## src/hdl/dmd_pkg.sv

```systemverilog
// dmd_pkg: shared constants, types and the month table for the minute difference unit
// no dependencies
`default_nettype none

package dmd_pkg;

   localparam int unsigned YEAR_W    = 14;
   localparam int unsigned MONTH_W   = 4;
   localparam int unsigned DAY_W     = 5;
   localparam int unsigned HOUR_W    = 5;
   localparam int unsigned MINUTE_W  = 6;
   localparam int unsigned RESULT_W  = 33;

   // internal widths, sized for the full 14-bit year range
   localparam int unsigned DAYS_W    = 23;
   localparam int unsigned HM_W      = 11;
   localparam int unsigned LINEAR_W  = RESULT_W + 1;
   localparam int unsigned PREFIX_W  = 9;

   localparam logic [YEAR_W-1:0] MAX_YEAR = YEAR_W'(9999);

   // floor(x / 100) as (x * 5243) >> 19, exact for x below 2^14
   localparam int unsigned DIV100_MUL   = 5243;
   localparam int unsigned DIV100_MUL_W = 13;
   localparam int unsigned DIV100_SHIFT = 19;
   localparam int unsigned QY_W         = 8;
   localparam int unsigned QP4_W        = 6;
   localparam int unsigned P4_W         = YEAR_W - 2;

   localparam int unsigned DAYS_PER_YEAR   = 365;
   localparam int unsigned MINUTES_PER_DAY = 1440;
   localparam int unsigned MINUTES_PER_HR  = 60;
   localparam int unsigned YEARS_PER_CENT  = 100;

   localparam logic [MONTH_W-1:0] MONTH_JAN  = MONTH_W'(1);
   localparam logic [MONTH_W-1:0] MONTH_FEB  = MONTH_W'(2);
   localparam logic [MONTH_W-1:0] MONTH_DEC  = MONTH_W'(12);

   typedef struct packed {
      logic stage_a;
      logic stage_b;
      logic stage_c;
   } stage_en_type;

   // days before month index 0..12 of a common year
   function automatic logic [PREFIX_W-1:0] month_prefix(input logic [MONTH_W-1:0] idx);
      logic [PREFIX_W-1:0] res;
      case (idx)
         4'd0:    res = 9'd0;
         4'd1:    res = 9'd31;
         4'd2:    res = 9'd59;
         4'd3:    res = 9'd90;
         4'd4:    res = 9'd120;
         4'd5:    res = 9'd151;
         4'd6:    res = 9'd181;
         4'd7:    res = 9'd212;
         4'd8:    res = 9'd243;
         4'd9:    res = 9'd273;
         4'd10:   res = 9'd304;
         4'd11:   res = 9'd334;
         default: res = 9'd365;
      endcase
      return res;
   endfunction

endpackage

`default_nettype wire

```

## src/hdl/datetime_minute_difference_unit.sv

```systemverilog
// datetime_minute_difference_unit: top level, two date-time lanes and a merge stage
// depends on dmd_pkg, dmd_lane, dmd_merge
// an accepted transaction moves through the three lane stages and the merge register, and
// rsp_valid is then high for one cycle; no new transaction is taken while one is in the
// lanes, and start is taken again in the cycle that shows the result
// reset (synchronous, active high) clears the stage valid chain and rsp_valid; busy is low
// out of reset and the receiver cannot stall the result
`default_nettype none

module datetime_minute_difference_unit
   import dmd_pkg::*;
(
   input  wire logic                  clock,
   input  wire logic                  reset,
   input  wire logic                  start,
   output logic                       busy,
   input  wire logic [YEAR_W-1:0]     req_first_year,
   input  wire logic [MONTH_W-1:0]    req_first_month,
   input  wire logic [DAY_W-1:0]      req_first_day,
   input  wire logic [HOUR_W-1:0]     req_first_hour,
   input  wire logic [MINUTE_W-1:0]   req_first_minute,
   input  wire logic [YEAR_W-1:0]     req_second_year,
   input  wire logic [MONTH_W-1:0]    req_second_month,
   input  wire logic [DAY_W-1:0]      req_second_day,
   input  wire logic [HOUR_W-1:0]     req_second_hour,
   input  wire logic [MINUTE_W-1:0]   req_second_minute,
   output logic                       rsp_valid,
   output logic [RESULT_W-1:0]        rsp_minutes_apart
);

   // valid chain that follows the single transaction in flight
   logic          accept;
   logic          valid_a_ff;
   logic          valid_b_ff;
   logic          valid_c_ff;
   logic          rsp_valid_ff;
   stage_en_type  stage_en;

   // linear minute counts from each lane
   logic [LINEAR_W-1:0] first_minutes;
   logic [LINEAR_W-1:0] second_minutes;

   // a new transaction only enters once the previous one has left the lanes
   assign busy   = valid_a_ff | valid_b_ff | valid_c_ff;
   assign accept = start && !busy;

   always_ff @(posedge clock) begin
      if (reset) begin
         valid_a_ff   <= 1'b0;
         valid_b_ff   <= 1'b0;
         valid_c_ff   <= 1'b0;
         rsp_valid_ff <= 1'b0;
      end else begin
         valid_a_ff   <= accept;
         valid_b_ff   <= valid_a_ff;
         valid_c_ff   <= valid_b_ff;
         rsp_valid_ff <= valid_c_ff;
      end
   end

   // each stage loads only when its predecessor holds the transaction
   always_comb begin
      stage_en.stage_a = accept;
      stage_en.stage_b = valid_a_ff;
      stage_en.stage_c = valid_b_ff;
   end

   // lane for the first date-time
   dmd_lane u_lane_first (
      .clock          (clock),
      .stage_en       (stage_en),
      .year           (req_first_year),
      .month          (req_first_month),
      .day            (req_first_day),
      .hour           (req_first_hour),
      .minute         (req_first_minute),
      .linear_minutes (first_minutes)
   );

   // lane for the second date-time
   dmd_lane u_lane_second (
      .clock          (clock),
      .stage_en       (stage_en),
      .year           (req_second_year),
      .month          (req_second_month),
      .day            (req_second_day),
      .hour           (req_second_hour),
      .minute         (req_second_minute),
      .linear_minutes (second_minutes)
   );

   // merge: magnitude of the difference, held while rsp_valid is shown
   dmd_merge u_merge (
      .clock          (clock),
      .load           (valid_c_ff),
      .first_minutes  (first_minutes),
      .second_minutes (second_minutes),
      .minutes_apart  (rsp_minutes_apart)
   );

   assign rsp_valid = rsp_valid_ff;

endmodule

`default_nettype wire

```

## src/hdl/dmd_lane.sv

```systemverilog
// dmd_lane: maps one date-time to a linear minute count in three register stages
// depends on dmd_pkg
`default_nettype none

module dmd_lane
   import dmd_pkg::*;
(
   input  wire logic                 clock,
   input  wire stage_en_type         stage_en,
   input  wire logic [YEAR_W-1:0]    year,
   input  wire logic [MONTH_W-1:0]   month,
   input  wire logic [DAY_W-1:0]     day,
   input  wire logic [HOUR_W-1:0]    hour,
   input  wire logic [MINUTE_W-1:0]  minute,
   output logic [LINEAR_W-1:0]       linear_minutes
);

   // stage a: clamp, reciprocal divisions by 100
   logic [YEAR_W-1:0]      year_clamp;
   logic [YEAR_W-1:0]      year_prev;
   logic [P4_W-1:0]        p4;
   logic [YEAR_W+DIV100_MUL_W-1:0] prod_y;
   logic [YEAR_W+DIV100_MUL_W-1:0] prod_p;
   logic [P4_W+DIV100_MUL_W-1:0]   prod_p4;
   logic [HM_W-1:0]        hm_in;

   logic [YEAR_W-1:0]      year_a_ff;
   logic [QY_W-1:0]        qy_a_ff;
   logic [QY_W-1:0]        qp_a_ff;
   logic [QP4_W-1:0]       qp4_a_ff;
   logic [P4_W-1:0]        p4_a_ff;
   logic [MONTH_W-1:0]     month_a_ff;
   logic [DAY_W-1:0]       day_a_ff;
   logic [HM_W-1:0]        hm_a_ff;

   // stage b: day count
   logic                   leap;
   logic [MONTH_W-1:0]     month_idx;
   logic [DAYS_W-1:0]      days_before;
   logic [DAYS_W-1:0]      days_in;
   logic [DAYS_W-1:0]      days_b_ff;
   logic [HM_W-1:0]        hm_b_ff;

   // stage c: minute count
   logic [LINEAR_W-1:0]    minutes_in;
   logic [LINEAR_W-1:0]    minutes_c_ff;

   always_comb begin
      year_clamp = (year > MAX_YEAR) ? MAX_YEAR : year;
      year_prev  = year_clamp - YEAR_W'(1);
      p4         = year_prev[YEAR_W-1:2];
      prod_y     = (YEAR_W+DIV100_MUL_W)'(year_clamp) * (YEAR_W+DIV100_MUL_W)'(DIV100_MUL);
      prod_p     = (YEAR_W+DIV100_MUL_W)'(year_prev) * (YEAR_W+DIV100_MUL_W)'(DIV100_MUL);
      prod_p4    = (P4_W+DIV100_MUL_W)'(p4) * (P4_W+DIV100_MUL_W)'(DIV100_MUL);
      hm_in      = HM_W'(hour) * HM_W'(MINUTES_PER_HR) + HM_W'(minute);
   end

   always_ff @(posedge clock) begin
      if (stage_en.stage_a) begin
         year_a_ff  <= year_clamp;
         qy_a_ff    <= prod_y[DIV100_SHIFT +: QY_W];
         qp_a_ff    <= prod_p[DIV100_SHIFT +: QY_W];
         qp4_a_ff   <= prod_p4[DIV100_SHIFT +: QP4_W];
         p4_a_ff    <= p4;
         month_a_ff <= month;
         day_a_ff   <= day;
         hm_a_ff    <= hm_in;
      end
   end

   always_comb begin
      // divisible by 4, and not a century unless the century count divides by 4
      leap = (year_a_ff[1:0] == 2'b00) &&
             ((year_a_ff != YEAR_W'(qy_a_ff) * YEAR_W'(YEARS_PER_CENT)) ||
              (qy_a_ff[1:0] == 2'b00));
      if (month_a_ff == '0) begin
         month_idx = '0;
      end else if (month_a_ff > MONTH_DEC) begin
         month_idx = MONTH_DEC;
      end else begin
         month_idx = month_a_ff - MONTH_JAN;
      end
      // year 0 is a leap year, then the leap years among 1..year-1
      if (year_a_ff == '0) begin
         days_before = '0;
      end else begin
         days_before = DAYS_W'(year_a_ff) * DAYS_W'(DAYS_PER_YEAR) + DAYS_W'(1)
                     + DAYS_W'(p4_a_ff) - DAYS_W'(qp_a_ff) + DAYS_W'(qp4_a_ff);
      end
      // day counted from one so the count never goes negative; both lanes share the offset
      days_in = days_before + DAYS_W'(month_prefix(month_idx)) + DAYS_W'(day_a_ff)
              + DAYS_W'((month_a_ff > MONTH_FEB) && leap);
   end

   always_ff @(posedge clock) begin
      if (stage_en.stage_b) begin
         days_b_ff <= days_in;
         hm_b_ff   <= hm_a_ff;
      end
   end

   assign minutes_in = LINEAR_W'(days_b_ff) * LINEAR_W'(MINUTES_PER_DAY) + LINEAR_W'(hm_b_ff);

   always_ff @(posedge clock) begin
      if (stage_en.stage_c) begin
         minutes_c_ff <= minutes_in;
      end
   end

   assign linear_minutes = minutes_c_ff;

endmodule

`default_nettype wire

```

## src/hdl/dmd_merge.sv

```systemverilog
// dmd_merge: absolute difference of the two lane counts, saturated, into the result register
// depends on dmd_pkg
`default_nettype none

module dmd_merge
   import dmd_pkg::*;
(
   input  wire logic                 clock,
   input  wire logic                 load,
   input  wire logic [LINEAR_W-1:0]  first_minutes,
   input  wire logic [LINEAR_W-1:0]  second_minutes,
   output logic [RESULT_W-1:0]       minutes_apart
);

   logic [LINEAR_W-1:0] diff;
   logic [RESULT_W-1:0] minutes_apart_in;
   logic [RESULT_W-1:0] minutes_apart_ff;

   always_comb begin
      if (first_minutes >= second_minutes) begin
         diff = first_minutes - second_minutes;
      end else begin
         diff = second_minutes - first_minutes;
      end
      // clip to the result range
      minutes_apart_in = diff[LINEAR_W-1] ? '1 : diff[RESULT_W-1:0];
   end

   always_ff @(posedge clock) begin
      if (load) begin
         minutes_apart_ff <= minutes_apart_in;
      end
   end

   assign minutes_apart = minutes_apart_ff;

endmodule

`default_nettype wire

```

## config.mk

```make
export PLATFORM = sky130hd
export DESIGN_NAME = datetime_minute_difference_unit
export DESIGN_NICKNAME = d
export VERILOG_FILES = /design/src/hdl/dmd_pkg.sv /design/src/hdl/datetime_minute_difference_unit.sv /design/src/hdl/dmd_lane.sv /design/src/hdl/dmd_merge.sv
export SDC_FILE = /design/constraint.sdc
export NUM_CORES = 2
export LEC_CHECK = 0
export BUFFER_PORTS_ARGS = -buffer_cell sky130_fd_sc_hd__buf_2
export CORE_MARGIN = 3
export CORE_UTILIZATION = 61
export CTS_BUF_LIST = sky130_fd_sc_hd__clkbuf_2
export CTS_CLUSTER_DIAMETER = 100
export DETAILED_ROUTE_END_ITERATION = 10
export GPL_TIMING_DRIVEN = 1
export PLACE_DENSITY = 0.79
export SLEW_MARGIN = 20
export SYNTH_ARGS = -nofsm -noshare
export SYNTH_HDL_FRONTEND = slang
export SYNTH_SLANG_ARGS = --single-unit
```

## constraint.sdc

```tcl
create_clock -name clock -period 10.7 [get_ports clock]
set_clock_uncertainty 0.2 [all_clocks]
set_input_delay 0.535 -clock clock [delete_from_list [all_inputs] [get_ports clock]]
set_output_delay 0.535 -clock clock [all_outputs]
set_load 0.05 [all_outputs]
```

==> flow_summary.toml <==
[route]
drc = 0
drt_iter0_markers = 2035
firstDrtPassIters = 6
routed_wl_um = 109000
num_vias = 36500
routedWlPerCell_um = 16.3
via_per_inst = 5.44
antenna_left = 0

[timing]
rsz0062_at_grt = "no"
worst_pin_slew_ns = 0.987
period_needed_ns = 8.99
tns_ns = 0
fin_crit_sh = 0.840
finalMaxSlewViolations = 0
fmax_mhz = 111
hold_viol = 0
setup_violations = 0
maxSlewHeadroom = 0.342

[grt]
grt_overflow = 0
met2_usage = 0.435
grt_pass1_vias = 37700
grt_busiest_layer = "met2"
gr-usage-met1 = 0.336
grt_max_degree = 71
antenna_found_initial = 5
grt_first_pass_wirelength_um = 184000
grt_usage = 0.253
grt_use_met3 = 0.0259

[logic_synthesis]
synth-seq-cells = 309
syn_inst = 5267
yosysWarnings = 0
synth_edf_count = 305
post-synth-top-area-fraction = 0.248
syn_avg_cell_area_um2 = 9.80
syn-num-nets = 6937
synthDistinctLibCells = 110
synthFlopType = "edfxtp_1"
ys_seq_area_frac = 0.179
synth_top_area_cell = "ha_1"
synth_area_leaders = "ha_1 (25%), fa_1 (22%), edfxtp_1 (18%)"
ys_async_sr_fraction = 0
syn_area_mm2 = 0.0516

[floorplanning]
core_mm2 = 0.0837
dieHeight_um = 297
start_util = 0.617
io_pins = 106
die_area_mm2 = 0.0882
row_count = 106
die_w_um = 297

[worst_setup_path]
cp_slowest_stage_delay_ns = 0.57
rrSetupSlack_ns = 3.48
crit_slowest_cell = "dlygate4sd3_1"
ff2ff_path_depth = 29
crit_type = "primary input to flop"
cp.required_ns = 11.29
endpoint_kind = "flop"
crit_buf_inv = 6
crit_arrival_ns = 9.58
cp_max_fo = 9
crit_family = "adder cells"
cp-start-kind = "primary input"
cpMostUsedCell = "ha_1"
cp.depth = 35

[job]
drv_cap = 0

[clocking]
cts_resized = 0
clk_latency_ns = 1.16
path_clk_slew_ns = 0.11
htree_levels = 3
numCtsBuffers = 79
clock-sinks = 309
cts_hold_buf = 103
tritoncts = "yes"
cts-root-buf = "clkbuf_2"
cts_buffer_depth = 3
post-cts-setup-buffer-count = 0

[layout]
final_nets = 7174
final_common_cell = "inv_1"
mostFrequentLayoutCells = "inv_1 (1,286), ha_1 (1,024), fa_1 (575)"
utilization = 0.662
syn_to_final_growth_pct = 7.29
fin_cells = 6709
drive_gt1_frac = 0.0603

[placed_design]
numPortBuffers = 105
dp_hpwl_um = 92800
dp_cells = 6454
gp_congestion = 0.958

[worst_hold_path]
hold_path_class = "primary input to flop"
min_path_cells = 5

[status]
outcome = "complete, no violations"
==> cells in the mapped netlist (all sizes together), types with 25 or more instances <==
master,n
and2,28
nor3,56
edfxtp,305
o21ai,110
or3,31
a21o,173
clkbuf,44
xor2,118
nand2b,42
buf,36
xnor2,243
o21bai,26
fa,575
and3,46
inv,1288
nand2,217
nor2b,37
a31oi,25
ha,1024
a21oi,225
nand4,40
nand3,64
nor2,205
==> cell families (layout without fill, tap and decap cells) <==
group,Yosys count,after routing,synth area share
compound gates,768,768,0.101
xor+xnor,362,362,0.0621
fa+ha+maj,1599,1599,0.471
buf+inv,1368,1671,0.101
flops,309,309,0.179
mux,23,23,0.00477
other cells,0,5,0
simple gates,838,838,0.0811
==> cell type report <==
type	instances	area (µm²)
flip-flops and latches	309	9240
multi-input cells	3590	37200
fillers	6466	28300
well taps	1134	1420
diodes	5	12.5
repair buffers	236	1770
clock inverters	40	375
inverters	1288	4830
clock buffers	107	536
==> worst paths after layout <==
kind / startpoint / endpoint
min: req_second_year[11] / u_lane_second.year_a_ff[9]$_DFFE_PP_
max reg2reg: u_lane_first.qy_a_ff[2]$_DFFE_PP_ / u_lane_first.days_b_ff[22]$_DFFE_PP_
min reg2reg: u_lane_first.hm_a_ff[8]$_DFFE_PP_ / u_lane_first.hm_b_ff[8]$_DFFE_PP_
max: req_first_year[4] / u_lane_first.qp4_a_ff[4]$_DFFE_PP_
==> worst register-to-register path, delay by kind of cell, from the launching register on <==
kind | cells | cell delay, ns
adders and majority gates | 7 | 2.53
DFF | 1 | 0.47
xor gates and xnor gates | 2 | 0.25
buffers and inverters | 4 | 0.24
and+or+nand+nor | 5 | 1.04
AOI/OAI and AO/OA | 11 | 2.28
==> stage by stage <==
| step | area, µm² | hold WS [ns] | worst slack (ns) |
|---|---|---|---|
| floorplan | 51600 | 0.200 | 2.01 |
| global placement | 53400 | 0.201 | 1.57 |
| detailed placement | 53400 | 0.205 | 1.36 |
| CTS | 55400 | 0.00629 | 1.95 |
| global route | 55400 | 0.112 | 1.20 |
| finish | 55400 | 0.168 | 1.71 |
==> routing by layer <==
metal / routed length, µm / vias up
met5: 0 / -
met4: 3180 / 0
met1: 47900 / 17600
li1: - / 17800
met3: 5140 / 206
met2: 53000 / 874
==> sequential cells by signal, summed over array words and instances (netlist names), 11 cells and up <==
register	cells
u_lane_first.linear_minutes	34
u_lane_second.linear_minutes	34
u_merge.minutes_apart	33
u_lane_first.days_b_ff	23
u_lane_second.days_b_ff	23
u_lane_first.year_a_ff	14
u_lane_second.year_a_ff	14
u_lane_first.p4_a_ff	12
u_lane_second.p4_a_ff	12
u_lane_first.hm_a_ff	11
u_lane_first.hm_b_ff	11
u_lane_second.hm_a_ff	11
u_lane_second.hm_b_ff	11
Power is left out: the tool's default activity adds up to more than one toggle a clock period on the data nets, which glitch-free logic cannot reach.
